## src/design/nsdq_pkg.sv

```systemverilog
package nsdq_pkg;

    localparam int IN_W  = 32;
    localparam int OUT_W = 24;
    localparam int RES_W = 26;      // floor/ceil candidates, wide enough before saturation
    localparam int BIN_W = 26;      // digit bins, unsigned Q10.16
    localparam int BIN_N = 9;

    // dither_mode codes
    localparam logic [2:0] MODE_TAN24     = 3'd0;
    localparam logic [2:0] MODE_TIMBERS24 = 3'd1;
    localparam logic [2:0] MODE_BENFORD24 = 3'd2;
    localparam logic [2:0] MODE_TAN16     = 3'd3;
    localparam logic [2:0] MODE_TIMBERS16 = 3'd4;
    localparam logic [2:0] MODE_BENFORD16 = 3'd5;

    // shaping gains, Q.16
    localparam logic signed [16:0] GAIN_TAN     = 17'sd52429;
    localparam logic signed [16:0] GAIN_TIMBERS = 17'sd7209;
    localparam int                 ROUND_HALF   = 32768;

    // bin arithmetic
    localparam logic [26:0] BIN_ONE    = 27'd65536;
    localparam logic [26:0] BIN_CUT    = 27'd64290816;   // 981.0: bin + 1.0 above 982.0
    localparam logic [26:0] BIN_MAX    = 27'd67108863;
    localparam logic [15:0] BIN_DECAY  = 16'd64881;      // 0.99
    localparam logic [30:0] BIN_TOTAL  = 31'd65470464;   // 1000.0 - 1.0

    localparam logic [BIN_W-1:0] BIN_RESET [BIN_N] = '{
        26'd19726336, 26'd11534336, 26'd8192000, 26'd6356992, 26'd5177344,
        26'd4390912,  26'd3801088,  26'd3342336, 26'd3014656
    };

    localparam logic [RES_W-1:0] OUT24_HI = 26'sd8388607;
    localparam logic [RES_W-1:0] OUT24_LO = -26'sd8388608;
    localparam logic [RES_W-1:0] OUT16_HI = 26'sd32767;
    localparam logic [RES_W-1:0] OUT16_LO = -26'sd32768;

    localparam logic [26:0] POW10 [8] = '{
        27'd1, 27'd10, 27'd100, 27'd1000, 27'd10000, 27'd100000,
        27'd1000000, 27'd10000000
    };

    typedef logic [BIN_W-1:0] t_bin;

    typedef struct packed {
        logic fire;      // item moves from input stage to result stage
        logic low16;
        logic benford;
        logic timbers;
    } t_step_ctl;

    // leading decimal digit, 0 when n < 1
    function automatic logic [3:0] lead_digit(input logic signed [RES_W-1:0] n);
        logic [26:0] u;
        logic [26:0] p10;
        logic [2:0]  dec;
        logic [3:0]  dig;
        u   = {1'b0, n};
        dec = '0;
        for (int k = 1; k < 8; k++) begin
            if (u >= POW10[k]) dec = 3'(k);
        end
        p10 = POW10[dec];
        dig = 4'd1;
        for (int d = 2; d < 10; d++) begin
            if (u >= 27'(d) * p10) dig = 4'(d);
        end
        if (n < 1) dig = '0;
        return dig;
    endfunction

endpackage

```

## src/design/nsdq_shaper.sv

```systemverilog
module nsdq_shaper #(
    parameter int FRAC_BITS = 16
) (
    input  logic                      i_clk,
    input  logic                      i_rst_n,
    input  nsdq_pkg::t_step_ctl       i_ctl,
    input  logic signed [FRAC_BITS+23:0] i_x,
    input  logic signed [FRAC_BITS+24:0] i_ns,
    output logic signed [FRAC_BITS+24:0] o_p,
    output logic                      o_down
);
    localparam int XW  = FRAC_BITS + 24;
    localparam int NSW = XW + 1;
    localparam int MW  = NSW + 17;

    logic signed [XW-1:0] r_prev;
    logic signed [XW:0]   r_older;
    logic signed [XW-1:0] n_prev;
    logic signed [XW:0]   n_older;

    logic signed [16:0]   gain;
    logic signed [MW-1:0] prod;
    logic signed [MW-1:0] prod_rnd;
    logic signed [XW+1:0] p_wide;
    logic signed [XW+1:0] two_p;
    logic signed [XW+1:0] bend_sum;

    assign gain     = i_ctl.timbers ? nsdq_pkg::GAIN_TIMBERS : nsdq_pkg::GAIN_TAN;
    assign prod     = MW'(i_ns) * MW'(gain);
    assign prod_rnd = prod + MW'(nsdq_pkg::ROUND_HALF);
    assign p_wide   = (XW+2)'(r_prev) - (XW+2)'(prod_rnd >>> 16);
    assign o_p      = p_wide[XW:0];

    assign two_p    = {o_p, 1'b0};
    assign bend_sum = (XW+2)'(i_x) + (XW+2)'(r_older);
    assign o_down   = i_ctl.timbers ? (two_p >= bend_sum) : (two_p <= bend_sum);

    always_comb begin
        n_prev  = r_prev;
        n_older = r_older;
        if (i_ctl.fire && !i_ctl.benford) begin
            n_prev  = i_x;
            n_older = o_p;
        end
    end

    always_ff @(posedge i_clk) begin
        if (!i_rst_n) begin
            r_prev  <= '0;
            r_older <= '0;
        end else begin
            r_prev  <= n_prev;
            r_older <= n_older;
        end
    end

endmodule

```

## config.mk

```make
export PLATFORM = sky130hd
export DESIGN_NAME = nsdq_shaper
export DESIGN_NICKNAME = d
export VERILOG_FILES = /design/src/design/nsdq_pkg.sv /design/src/design/nsdq_shaper.sv
export SDC_FILE = /design/constraint.sdc
export NUM_CORES = 1
export LEC_CHECK = 0
export BUFFER_PORTS_ARGS = -buffer_cell sky130_fd_sc_hd__buf_2
export CAP_MARGIN = 10
export CORE_ASPECT_RATIO = 1.2
export CORE_MARGIN = 2
export CORE_UTILIZATION = 59
export CTS_BUF_LIST = sky130_fd_sc_hd__clkbuf_8
export DETAILED_ROUTE_END_ITERATION = 10
export PLACE_DENSITY = 0.8
export SYNTH_ARGS = -nofsm -noshare
export SYNTH_HDL_FRONTEND = slang
export SYNTH_SLANG_ARGS = --single-unit
```

## constraint.sdc

```tcl
create_clock -name i_clk -period 10.9 [get_ports i_clk]
set_clock_uncertainty 0.05 [all_clocks]
set_input_delay 0.545 -clock i_clk [delete_from_list [all_inputs] [get_ports i_clk]]
set_output_delay 0.545 -clock i_clk [all_outputs]
set_load 0.02 [all_outputs]
```

## Word level (Yosys, flattened, before mapping)

Index checks and enable logic that the tools add are counted.

- Logic and storage cells: 12
- Bits in read-only memories: 0
- Bits in writable memories: 0
- Flip-flop bits (word level): 81
- Output and inout port bits: 42
- Memories: 0
- Latch bits: 0

- Shift operators: 0
- Order comparisons: 2
- Add/subtract/negate cells: 3
- Eq/ne operators: 0
- Multiplexer cells: 2
- Reduce and logical (&&, ||, !) cells: 2
- Div/mod/pow operators: 0
- Bitwise operators: 0
- Multiply operators: 1

Operator list:

| cell | number |
|---|---|
| $add 57x17->57 const B | 1 |
| $mul 41x17->57 | 1 |
| $add 40x41->42 | 1 |
| $ge 42x42->1 | 1 |
| $le 42x42->1 | 1 |
| $sub 40x41->41 | 1 |
| $mux 16 | 1 |
| $logic_and 1x1->1 | 1 |
| $logic_not 1->1 | 1 |
| $mux 1 | 1 |

## Depth between registers and ports, before layout

- Word-level depth: 6
- Gate-level depth with buffers: 52

## Worst setup path after synthesis

Ideal clock, no wire load.

- Path kind: input port to output port
- Start: input port i_ctl[0] (netlist bit)
- End: output port o_down
- Cell stages on the path: 44
- Slack: 0.001 ns
- Buffers on the path: 3
- Data required time: 10.305 ns
- Arrival time: 10.304 ns
- Cell sequence: clkbuf_1 > clkbuf_1 > clkbuf_1 > nand2_1 > fa_1 > fa_1 > fa_1 > inv_1 > fa_1 > fa_1 > inv_1 > fa_1 > inv_1 > ha_1 > a21oi_1 > nor2b_1 > o21ai_0 > nand3_1 > [8 not listed] > a221o_1 > o211ai_1 > a31oi_1 > o31ai_1 > o21a_1 > nor2_1 > xnor2_1 > ha_1 > a21o_1 > a21o_1 > a21oi_1 > nor2b_1 > o21ai_0 > nand2b_1 > a21oi_1 > nand2_1 > mux2i_1 > mux2i_1

- Cells in the longest elaborated chain, start to end: 6
- Elaborated cells between the ends (all ways): 7

Ends and longest elaborated chain:

| what | line | source |
|---|---|---|
| start: declaration | nsdq_shaper.sv:6 | `input nsdq_pkg::t_step_ctl i_ctl,` |
| $mux 16 (*) | nsdq_shaper.sv:28 | `assign gain = i_ctl.timbers ? nsdq_pkg::GAIN_TIMBERS : nsdq_pkg::GAIN_TAN;` |
| $mul 41x17->57 (*) | nsdq_shaper.sv:29 | `assign prod = MW'(i_ns) * MW'(gain);` |
| $add 57x17->57 (*) | nsdq_shaper.sv:30 | `assign prod_rnd = prod + MW'(nsdq_pkg::ROUND_HALF);` |
| $sub 40x41->41 (*) | nsdq_shaper.sv:31 | `assign p_wide = (XW+2)'(r_prev) - (XW+2)'(prod_rnd >>> 16);` |
| net o_p[34] | nsdq_shaper.sv:9 | `output logic signed [FRAC_BITS+24:0] o_p,` |
| $le 42x42->1 or $ge 42x42->1 (tied branches) | nsdq_shaper.sv:36 | `assign o_down = i_ctl.timbers ? (two_p >= bend_sum) : (two_p <= bend_sum);` |
| $mux 1 (*) | nsdq_shaper.sv:36 |  |
| end: declaration | nsdq_shaper.sv:10 | `output logic o_down` |

The timed path passes the listed nets; every way through them passes the cells marked *.

## Worst setup path after layout

- Start: input port i_ctl[0] (netlist bit)
- End: output port o_down

- Cells in the longest elaborated chain, start to end: 6
- Elaborated cells between the ends (all ways): 7

Ends and longest elaborated chain:

| what | line |
|---|---|
| $mux 16 | nsdq_shaper.sv:28 |
| $mul 41x17->57 | nsdq_shaper.sv:29 |
| $add 57x17->57 | nsdq_shaper.sv:30 |
| $sub 40x41->41 | nsdq_shaper.sv:31 |
| $le 42x42->1 or $ge 42x42->1 (tied branches) | nsdq_shaper.sv:36 |
| $mux 1 (*) | nsdq_shaper.sv:36 |

Mark *: on every way between the ends. The rest lies on a longest branch, timed or not.

==> summary.md <==
| Metric | Value |
|---|---|
| CP Launch Type | `input pin` |
| Die Y | `223 µm` |
| CTS sink count | `81` |
| Synth area leader | `fa_1` |
| Violated checks | `DRC` |
| Top cells by area, synth | `fa_1 32%, ha_1 21%, inv_1 8.6%` |
| Post-Synth Simple-Gate Area | `0.119` |
| 1st-iter DRT viols | `1,077` |
| Final Cycle Share | `0.987` |
| Max Cap Violations | `0` |
| Number of global-route vias before repair | `20,294` |
| Global route overflow | `0` |
| Setup crit end kind | `primary output` |
| Post-synth ARST share | `0` |
| GR Layer Usage met1 | `0.368` |
| IO Count | `about 130` |
| Routed len/inst | `between 15 and 20 µm` |
| Final Util | `0.674` |
| # H-tree levels | `3` |
| CP max-delay cell | `fa_1` |
| Most frequent cell after synthesis | `inv_1` |
| Seq/Total Area, Yosys | `0.0689` |
| Die Wd | `186 µm` |
| Peak fanout along the critical path | `9` |
| Max_slew headroom | `0.395` |
| Synth warn | `0` |
| Core ar. | `between 30,000 and 40,000 µm²` |
| Top FF cell, synth | `dfxtp_1` |
| Post-synth EDFFs | `0` |
| Antenna-violating nets left | `0` |
| Yosys cell types | `65` |
| Yosys top cell area share | `0.317` |
| Status | `finished with violations` |
| Final setup viols | `0` |
| Worst Hold Class | `in -> reg` |
| Synth Area in XOR/XNOR | `0.0550` |
| Post-synthesis compound-gate area fraction | `0.135` |
| Setup WS pre-CTS | `-0.229 ns` |
| Layout area overhead | `13.1%` |
| GRT busiest layer | `met2` |
| CTS clock-pin slew for the worst setup and hold paths | `0.10 ns` |
| Synth top cells by count | `542 x inv_1, 388 x ha_1, 373 x fa_1, 225 x nand2_1, 123 x a21oi_1` |
| Final min period | `10.76 ns` |
| Netlist Area Pre-Place | `23,500 µm²` |
| Largest net degree at the start of global routing | `92` |
| Initial core utilization | `0.596` |
| TritonCTS buffer count | `9` |
| Reg2Reg Setup Slack | `around 7.2 ns` |
| TritonCTS clock tree | `yes` |
| Max Slew Vio Count | `0` |
| Hold slack | `0.396 ns` |
| Adder-cell share of the synthesized area | `0.523` |
| Combinational family with the most area after synthesis | `adder cells` |
| Layout cells sized above 1 | `0.149` |
| Net Count, Synth | `3,508` |
| Worst Path Required | `between 10 and 15 ns` |
| Vias | `19,415` |
| Met2 Track Usage GR | `0.548` |
| Max Buffers Root-to-Sink | `2` |
| CTS Hold Bufs | `0` |
| Final hold vios | `0` |
| Routed wire length | `64,600 µm` |
| Initial antenna violation count | `1` |
| Met3 Track Usage GR | `0.0258` |
| DP HPWL | `between 50,000 and 60,000 µm` |
| Number of remaining DRC errors | `2` |
| Input/output buffers | `127` |
| Via density | `5.74` |
| Critical path class | `in -> out` |
| Final WS setup | `0.136 ns` |
| RePlAce Congestion | `0.988` |
| Critical path's largest stage delay | `0.58 ns` |
| GRT Util Overall | `0.301` |
| Mean Syn Cell Area | `8.85 µm²` |
| Mapped Cells | `2,660` |
| Worst EP arrival | `10.17 ns` |
| Crit-path most repeated cell | `fa_1` |
| Peak Freq | `92.9 MHz` |
| Final net count | `~3,700` |
| Die ar. | `41,500 µm²` |
| Router iterations before antenna repair | `9` |
| First-pass GRT wire length | `approximately 100,000 µm` |
| Mux share of post-synthesis cell area | `0.000850` |
| Worst-skew pair later-pin latency | `between 0.3 and 0.4 ns` |
| Synthesized flop and latch total | `approximately 80` |
| Clock root cell | `clkbuf_8` |
| Row count | `80` |
| Slew @ Worst Pin | `0.907 ns` |
[metrics by stage]
step           TNS [ns]  cells  area (µm²)
3_5_place_dp     -0.229   3342       25300
2_1_floorplan         0   2660       23500
4_1_cts               0   3360       25600
6_report              0   3385       26600
5_1_grt          -0.177   3384       26600
3_3_place_gp    -0.0240   3342       25300
[final timing paths]
kind	startpoint	to	cells after the start
worst max-delay path	i_ctl[0]	o_down	46
worst min-delay path	i_x[16]	r_prev[16]$_SDFFE_PN0P_	3
worst max register to register	r_prev[0]$_SDFFE_PN0P_	r_older[40]$_SDFFE_PN0P_	16
worst min register to register	r_older[31]$_SDFFE_PN0P_	r_older[31]$_SDFFE_PN0P_	2
[metal layers]
layer / vias to the layer above / part of all wire
met2: 680 / 0.52
met5: - / 0
met3: 218 / 0.046
met1: 9540 / 0.38
li1: 8977 / -
met4: 0 / 0.053
[layout by cell type, fill, tap and decap left out, types with 21 or more instances in the layout]
master,Yosys,routed
inv_1,542,540
fa_1,373,366
ha_1,388,365
nand2_1,225,222
buf_2,1,125
buf_4,0,104
a21oi_1,123,95
xnor2_1,96,88
dfxtp_1,81,81
nor2_1,96,79
a21boi_0,72,72
a21o_1,68,68
and2_1,55,52
o21ai_0,60,49
xor2_1,52,45
nand3_1,39,39
a21oi_2,1,27
nand4_1,26,26
nand2b_1,39,25
nor2b_1,35,24
and3_1,22,21
[final cells by class]
type                       count  area (µm²)
multi-input combinational   1971       20500
fill                        3075       12900
inverter                     543        2040
timing repair buffer         240        1630
sequential                    81        1620
tap                          533         667
clock buffer                   9         124
clock inverter                 7        62.6
antenna                        1        2.50
[what timing repair did]
item / in CTS / in global routing
gates resized for setup: 22 / 170
pin swaps: 4 / 92
setup endpoints to repair: 1 / 1
setup buffers: 2 / 19
gates cloned: 0 / 5
[critical path, delay by kind of cell]
kind / cells / cell delay (ns)
buffers and inverters: 8 / 1.05
multiplexers: 2 / 0.32
XOR/XNOR: 2 / 0.41
AND/OR/NAND/NOR: 11 / 1.04
AO/OA/AOI/OAI: 14 / 2.77
adder cells (fa/ha/maj): 9 / 4.00
[registers in the layout, summed over array words and instances, names as in the netlist]
register / flops
r_older: 41
r_prev: 40
[kinds of logic after synthesis]
kind of cell	after synthesis
xor gates and xnor gates	148
other	2
DFF	81
and+or+nand+nor	585
muxes	2
adders and majority gates	761
AOI/OAI and AO/OA	473
buffers and inverters	608
Power is left out: the tool's default activity adds up to more than one toggle a clock period on the data nets, which glitch-free logic cannot reach.
